**src/rtl/noc_pkg.sv**
```systemverilog
// Shared types, widths and codes for the nearest occupied cell search block.
package noc_pkg;

    // working width of rows, columns and edge positions (covers maps up to 1024)
    localparam int CW = 12;
    // width of corner and robot fields
    localparam int IN_W = 10;
    // width of configuration data
    localparam int CFG_W = 8;
    // edge interpolation numerator and divisor widths
    localparam int NW = 24;
    localparam int DW = 12;
    // squared coordinate difference and squared distance widths
    localparam int SQW = 22;
    localparam int D2W = 23;
    // result field widths
    localparam int DIST_W = 21;
    localparam int OUT_XW = 7;
    // request queue depth between front and back
    localparam int QDEPTH = 2;
    // default map capacity
    localparam int DEF_MAX_WIDTH = 128;
    localparam int DEF_MAX_HEIGHT = 128;
    // saturated distance
    localparam logic [DIST_W-1:0] DIST_MAX = '1;

    // operation codes
    typedef enum logic [1:0] {
        OP_LOAD_NEXT  = 2'd0,
        OP_LOAD_START = 2'd1,
        OP_QUERY      = 2'd2
    } op_t;

    // configuration register indexes
    localparam logic REG_MAP_WIDTH  = 1'b0;
    localparam logic REG_MAP_HEIGHT = 1'b1;

    typedef struct packed {
        logic signed [IN_W-1:0] x;
        logic signed [IN_W-1:0] y;
    } vtx_t;

    // classified request handed from front to back
    typedef struct packed {
        logic                   is_query;
        logic                   at_start;
        logic                   occ;
        logic signed [IN_W-1:0] rx;
        logic signed [IN_W-1:0] ry;
        vtx_t                   c;
        vtx_t                   d;
        vtx_t                   e;
        vtx_t                   f;
    } req_t;

    typedef struct packed {
        logic              found;
        logic [OUT_XW-1:0] x;
        logic [OUT_XW-1:0] y;
        logic [DIST_W-1:0] d2;
    } res_t;

    // widen a field coordinate to the working width
    function automatic logic signed [CW-1:0] sx(input logic signed [IN_W-1:0] v);
        return CW'(v);
    endfunction

endpackage

```
**src/rtl/noc_front.sv**
```systemverilog
// Front end: accepts input requests, classifies them and queues them for the back end.
module noc_front import noc_pkg::*; (
    input  logic                   clk,
    input  logic                   rst_n,
    input  logic                   in_valid,
    output logic                   in_stall,
    input  logic [1:0]             op,
    input  logic signed [7:0]      cell_value,
    input  logic signed [IN_W-1:0] robot_x,
    input  logic signed [IN_W-1:0] robot_y,
    input  logic signed [IN_W-1:0] corner_c_x,
    input  logic signed [IN_W-1:0] corner_c_y,
    input  logic signed [IN_W-1:0] corner_d_x,
    input  logic signed [IN_W-1:0] corner_d_y,
    input  logic signed [IN_W-1:0] corner_e_x,
    input  logic signed [IN_W-1:0] corner_e_y,
    input  logic signed [IN_W-1:0] corner_f_x,
    input  logic signed [IN_W-1:0] corner_f_y,
    output logic                   q_valid,
    output req_t                   q_req,
    input  logic                   q_pop
);

    localparam int PW = (QDEPTH > 1) ? $clog2(QDEPTH) : 1;
    localparam int CNTW = $clog2(QDEPTH + 1);

    req_t            fifo_reg [QDEPTH];
    logic [PW-1:0]   wr_ptr_reg, wr_ptr_next;
    logic [PW-1:0]   rd_ptr_reg, rd_ptr_next;
    logic [CNTW-1:0] count_reg, count_next;
    req_t            req_new;
    logic            keep;
    logic            push;
    logic            pop;

    // classify the incoming request; unused codes are dropped
    always_comb
    begin
        req_new          = '0;
        req_new.occ      = (cell_value != 8'sd0) && (cell_value != -8'sd1);
        req_new.rx       = robot_x;
        req_new.ry       = robot_y;
        req_new.c        = '{x: corner_c_x, y: corner_c_y};
        req_new.d        = '{x: corner_d_x, y: corner_d_y};
        req_new.e        = '{x: corner_e_x, y: corner_e_y};
        req_new.f        = '{x: corner_f_x, y: corner_f_y};
        keep             = 1'b1;
        case (op_t'(op))
            OP_LOAD_NEXT:  req_new.at_start = 1'b0;
            OP_LOAD_START: req_new.at_start = 1'b1;
            OP_QUERY:      req_new.is_query = 1'b1;
            default:       keep = 1'b0;
        endcase
    end

    assign in_stall = (count_reg == CNTW'(QDEPTH));
    assign push     = in_valid && !in_stall && keep;
    assign pop      = q_pop && q_valid;
    assign q_valid  = (count_reg != '0);
    assign q_req    = fifo_reg[rd_ptr_reg];

    // advance queue pointers
    always_comb
    begin
        wr_ptr_next = wr_ptr_reg;
        rd_ptr_next = rd_ptr_reg;
        count_next  = count_reg;
        if (push)
        begin
            wr_ptr_next = (wr_ptr_reg == PW'(QDEPTH - 1)) ? '0 : wr_ptr_reg + 1'b1;
        end
        if (pop)
        begin
            rd_ptr_next = (rd_ptr_reg == PW'(QDEPTH - 1)) ? '0 : rd_ptr_reg + 1'b1;
        end
        if (push && !pop)
        begin
            count_next = count_reg + 1'b1;
        end
        else if (pop && !push)
        begin
            count_next = count_reg - 1'b1;
        end
    end

    always_ff @(posedge clk or negedge rst_n)
    begin
        if (!rst_n)
        begin
            wr_ptr_reg <= '0;
            rd_ptr_reg <= '0;
            count_reg  <= '0;
        end
        else
        begin
            wr_ptr_reg <= wr_ptr_next;
            rd_ptr_reg <= rd_ptr_next;
            count_reg  <= count_next;
        end
    end

    // hold queued requests
    always_ff @(posedge clk)
    begin
        if (push)
        begin
            fifo_reg[wr_ptr_reg] <= req_new;
        end
    end

endmodule

```
**config.mk**
```make
export PLATFORM = sky130hd
export DESIGN_NAME = noc_front
export DESIGN_NICKNAME = d
export VERILOG_FILES = /design/src/rtl/noc_pkg.sv /design/src/rtl/noc_front.sv
export SDC_FILE = /design/constraint.sdc
export NUM_CORES = 1
export LEC_CHECK = 0
export BUFFER_PORTS_ARGS = -buffer_cell sky130_fd_sc_hd__buf_2
export CAP_MARGIN = 10
export CORE_MARGIN = 5
export CORE_UTILIZATION = 45
export DETAILED_ROUTE_END_ITERATION = 10
export PLACE_DENSITY = 0.7
export SETUP_SLACK_MARGIN = 0.3
export SYNTH_ARGS = -nofsm -noshare
export SYNTH_HDL_FRONTEND = slang
export SYNTH_SLANG_ARGS = --single-unit
```
**constraint.sdc**
```tcl
create_clock -name clk -period 15.1 [get_ports clk]
set_input_delay 3.775 -clock clk [delete_from_list [all_inputs] [get_ports clk]]
set_output_delay 3.775 -clock clk [all_outputs]
set_load 0.1 [all_outputs]
```
==> results of run 1 <==
[worst paths after layout]
kind,from,slack (ns),to
max,rd_ptr_reg,8.25,q_req[64]
min,count_reg[1],0.49,count_reg[1]
max reg2reg,count_reg[0],12.46,fifo_reg[1][19]
min reg2reg,count_reg[1],0.49,count_reg[1]
max in group asynchronous,rst_n,11.88,rd_ptr_reg
min in group asynchronous,rst_n,3.08,wr_ptr_reg
[cell type report]
cell class,instances,share of cell area (%)
sequential,210,63.79
multi-input combinational,125,15.58
timing repair buffer,222,11.37
clock buffer,24,5.443
tap,225,2.855
clock inverter,12,0.8628
inverter,2,0.07613
antenna,1,0.02538
[critical path, delay by kind of cell, from the launching register on]
family	cells	cell delay, ns
buffers and inverters	2	1.35
flip-flops	1	0.88
multiplexers	1	0.31
[cell families (layout without fill, tap and decap cells)]
kind of cell	count (synthesis)	in the layout	share of synthesized area, %
AO/OA/AOI/OAI	1	1	0.06302
adder cells (fa/ha/maj)	1	1	0.1577
XOR/XNOR	5	5	0.5521
other	0	1	0
buffers and inverters	14	260	1.530
AND/OR/NAND/NOR	15	15	1.009
multiplexers	103	103	17.46
flip-flops	210	210	79.23
[cell usage in the layout, fill, tap and decap left out, drive strengths merged, types with 3 or more instances in the layout]
| master | synthesis | routed |
|---|---|---|
| buf | 12 | 222 |
| clkbuf | 0 | 24 |
| clkinv | 0 | 9 |
| dfrtp | 4 | 4 |
| edfxtp | 206 | 206 |
| inv | 2 | 3 |
| mux2 | 103 | 103 |
| nor2 | 3 | 3 |
| xnor2 | 3 | 3 |
[metrics by stage]
step	cells	cell area (um2)	worst slack, ns
6_report	821	9861	8.251
5_1_grt	820	9858	8.096
4_1_cts	820	9858	8.180
3_5_place_dp	784	9236	8.707
3_3_place_gp	784	9236	8.749
2_1_floorplan	349	7934	6.280
[layer usage]
layer | track usage [%] | share of wire (%)
met5 | 0 | 0.13
met4 | 4.252 | 2.0
met3 | 4.253 | 9.3
met2 | 24.43 | 50
met1 | 17.05 | 39
==> summary.md, run 1 <==
| Metric | Value |
|---|---|
| Status | finished clean |
| Final Hold Fails | 0 |
| WL/cell | 18.19 um |
| Fmax | 146.0 MHz |
| CP Capture Type | output pin |
| CTS tree | yes |
| Worst rel slew slack | 29.44% |
| Via count | just over 4k |
| Rows | 48 |
| Main synth FF type | edfxtp_1 |
| Top-count cell post-synth | edfxtp_1 |
| Final min period | 6.849 ns |
| Leading area contributor after synthesis | edfxtp_1 |
| CTS Root Cell | clkbuf_16 |
| Net count, final | 697 |
| CTS resizes | 0 |
| HP Class | reg2reg |
| Critical path type | reg2out |
| Port bufs | 218 |
| Htree depth | 1 |
| CP max stage cell | buf_4 |
| Layout cells sized above 1 | 60.00% |
| Worst Max-Slew Pin Slew | around 1.1 ns |
| Final wirelength | 14930 um |
| Register area share after synthesis | roughly four fifths |
| Initial antenna violation count | 1 |
| Final setup viols | 0 |
| Req. time, crit path | 11.32 ns |
| Synth warn | 0 |
| Synth Cell Area | 0.007934 mm2 |
| Unrepaired setup endpoints after global routing | false |
| Synthesis-to-finish area growth | 24.29% |
| Post-CTS Setup Bufs | 0 |
| CP cell instances | buf_4 > mux2_4 > buf_2 |
| Routability cong. | 0.7551 |
| Register area | 0.006290 mm2 |
| DRT iter0 DRCs | 141 |
| Vias in the first global route | 4456 |
| Die Y | 142.8 um |
| Post-synth ARST share | 1.905% |
| Post-synth net total | 464 |
| Cts hold-fix bufs | 0 |
| Synth top area cells | edfxtp_1 (78%), mux2_4 (11%), mux2_2 (6.1%), dfrtp_1 (1.3%), buf_6 (0.99%) |
| Clock tree buffer depth | 3 |
| Clock transition at path regs | 0.06 ns |
| Dpl hpwl | 10120 um |
| WP data arrival | 3.07 ns |
| Core Util, Final | between 50% and 60% |
| Drt drc | 0 |
| Worst hold path depth | 1 |
| Crit start category | register |
| Yosys top cell area share | 77.97% |
| Cells after Synth | 349 |
| Final Max Tran Viols | 0 |
| Slowest stage delay, CP | 0.93 ns |
| EDFF count, synth | 206 |
| # fillers | roughly 1.4k |
| Routed Antenna Nets | 0 |
| Clk_lat worst skew | 0.48 ns |
| Mean Syn Cell Area | 22.73 um2 |
| Flops & latches, synth | 210 |
| Wire length of the first global-routing pass | 22600 um |
| Final TNS setup | 0 ns |
| Hold Slack | between 0.4 and 0.5 ns |
| Reg2reg path depth | 5 |
| Max-Cap Viols | 0 |
| GRT Total Usage | 14.09% |
| Largest register FFs | 206 |
| Io pins | between 200 and 250 |
| Largest net degree at the start of global routing | 72 |
| Multi-input combinational cell area | roughly 0.0015 mm2 |
| Clk sinks | 210 |
| Chip width | approximately 140 um |
| GRT overflow | 0 |
| CTS Buf Count | 21 |
| First-pass DRT Iterations | 4 |
| Via density | just under 5 |
| Skew final | 0.007029 ns |
| Core ar. | 0.01730 mm2 |
| Peak fanout along the critical path | 61 |
| Period utilisation layout | 45.36% |
| Post-synth top cells | edfxtp_1 (206), mux2_4 (60), mux2_2 (43), buf_6 (7) |
| Die Footprint | 0.02039 mm2 |
| Initial core utilization | 45.87% |
| Distinct cells, synth | 21 |
Power of run 1 is left out: the tool's default activity adds up to more than one toggle a clock period on the data nets, which glitch-free logic cannot reach.
==> run 2, diff against run 1 <==
==> constraint.sdc (replaced) <==
create_clock -name clk -period 7.1 [get_ports clk]
set_input_delay 1.775 -clock clk [delete_from_list [all_inputs] [get_ports clk]]
set_output_delay 1.775 -clock clk [all_outputs]
set_load 0.1 [all_outputs]
==> summary.md, run 2 (synthesis gave the netlist of run 1 again) <==
| Metric | Value |
|---|---|
| Core ar. | between 0.015 and 0.02 mm2 |
| WP data arrival | 3.03 ns |
| Largest register FFs | between 200 and 250 |
| CTS resizes | 0 |
| Fmax | around 210 MHz |
| Reg2reg path depth | 5 |
| Dpl hpwl | approximately 10000 um |
| Via density | 4.855 |
| Final min period | around 4.8 ns |
| CTS Buf Count | 21 |
| Die Y | approximately 140 um |
| Worst Max-Slew Pin Slew | 1.115 ns |
| Post-CTS Setup Bufs | 0 |
| CP Capture Type | output pin |
| Clock transition at path regs | 0.06 ns |
| WL/cell | 17.99 um |
| Routability cong. | about 0.8 |
| Status | finished clean |
| Largest net degree at the start of global routing | between 70 and 80 |
| Clk_lat worst skew | 0.47 ns |
| Final wirelength | 14720 um |
| GRT overflow | 0 |
| Final Max Tran Viols | 0 |
| Initial antenna violation count | 0 |
| Skew final | 0.007471 ns |
| Clk sinks | 210 |
| Wire length of the first global-routing pass | about 22000 um |
| Die Footprint | 0.02039 mm2 |
| Layout cells sized above 1 | between 50% and 60% |
| Worst hold path depth | 1 |
| Final setup viols | 0 |
| Flop2flop setup slack | 4.48 ns |
| Synthesis-to-finish area growth | 24.00% |
| Crit start category | register |
| Chip width | between 100 and 150 um |
| Commonest non-fill, non-tap cell in the layout | buf_2 |
| Final TNS setup | 0 ns |
| Most frequent cells in the layout | buf_2 (218), edfxtp_1 (206), mux2_4 (60) |
| Via count | about 4.0k |
| Reg2reg end | fifo_reg[1][87] |
| Max-Cap Viols | 0 |
| Rows | 48 |
| DRT iter0 DRCs | approximately 170 |
| Cts hold-fix bufs | 0 |
| Initial core utilization | 45.87% |
| CTS tree | yes |
| Net count, final | 697 |
| HP Class | reg2reg |
| Io pins | 219 |
| Antenna Cells | 0 |
| Drt drc | 0 |
| GRT Total Usage | 13.86% |
| Peak fanout along the critical path | 71 |
| Critical path type | reg2out |
| Unrepaired setup endpoints after global routing | false |
| Hold Crit Start | count_reg[1] |
| First-pass DRT Iterations | 4 |
| WHS Endpoint | count_reg[1] |
| Routed Antenna Nets | 0 |
| Port bufs | 218 |
| Htree depth | 1 |
| Period utilisation layout | 67.64% |
| Final Hold Fails | 0 |
| Req. time, crit path | about 5.3 ns |
| CTS Root Cell | clkbuf_16 |
| FF-to-FF Start | count_reg[0] |
| Worst rel slew slack | 25.70% |
| Clock tree buffer depth | 3 |
| Vias in the first global route | 4301 |
## run 2: critical path, cell delays in order (launching register included)
cell and delay [ns]:
dfrtp_4 1.16, buf_4 0.67, mux2_4 0.27, buf_2 0.42
## run 2: per-layer routing
metal	GRT usage, %	wire length, um	vias to the layer above
met3	4.153	1190	19
met5	0	0	-
met4	2.701	218	0
li1	-	-	1846
met2	24.53	7410	154
met1	17.01	5894	1952
## run 2: layout make-up
class                           instances  area (um2)
Sequential cell                       210        6290
Fill cell                            1329        7458
Inverter                                2       7.507
Clock buffer                           26       544.3
Tap cell                              225       281.5
Clock inverter                          8       57.56
Timing Repair Buffer                  222        1121
Multi-Input combinational cell        125        1536
## run 2: worst max path at each step
stage / from / end / slack [ns] / cells after the start
2_1_floorplan: op[1] / fifo_reg[0][0] / 2.01 / 3
3_3_place_gp: rd_ptr_reg / q_req[43] / 2.80 / 3
3_5_place_dp: rd_ptr_reg / q_req[66] / 2.75 / 3
4_1_cts: rd_ptr_reg / q_req[66] / 2.23 / 3
5_1_grt: rd_ptr_reg / q_req[63] / 2.12 / 3
6_report: rd_ptr_reg / q_req[43] / 2.30 / 3
## run 2: metrics by stage
stage	cells	area [um2]	utilization, %	hold WS [ns]	setup slack (ns)
after floorplan	349	7936	-	0.4559	2.008
after global placement	784	9236	53.40	0.4758	2.799
after detailed placement	784	9236	53.40	0.4906	2.749
after CTS	818	9838	56.88	0.5057	2.230
after global routing	818	9838	56.88	0.5612	2.118
final	818	9838	56.88	0.5042	2.297
Power of run 2 is left out for the same reason.
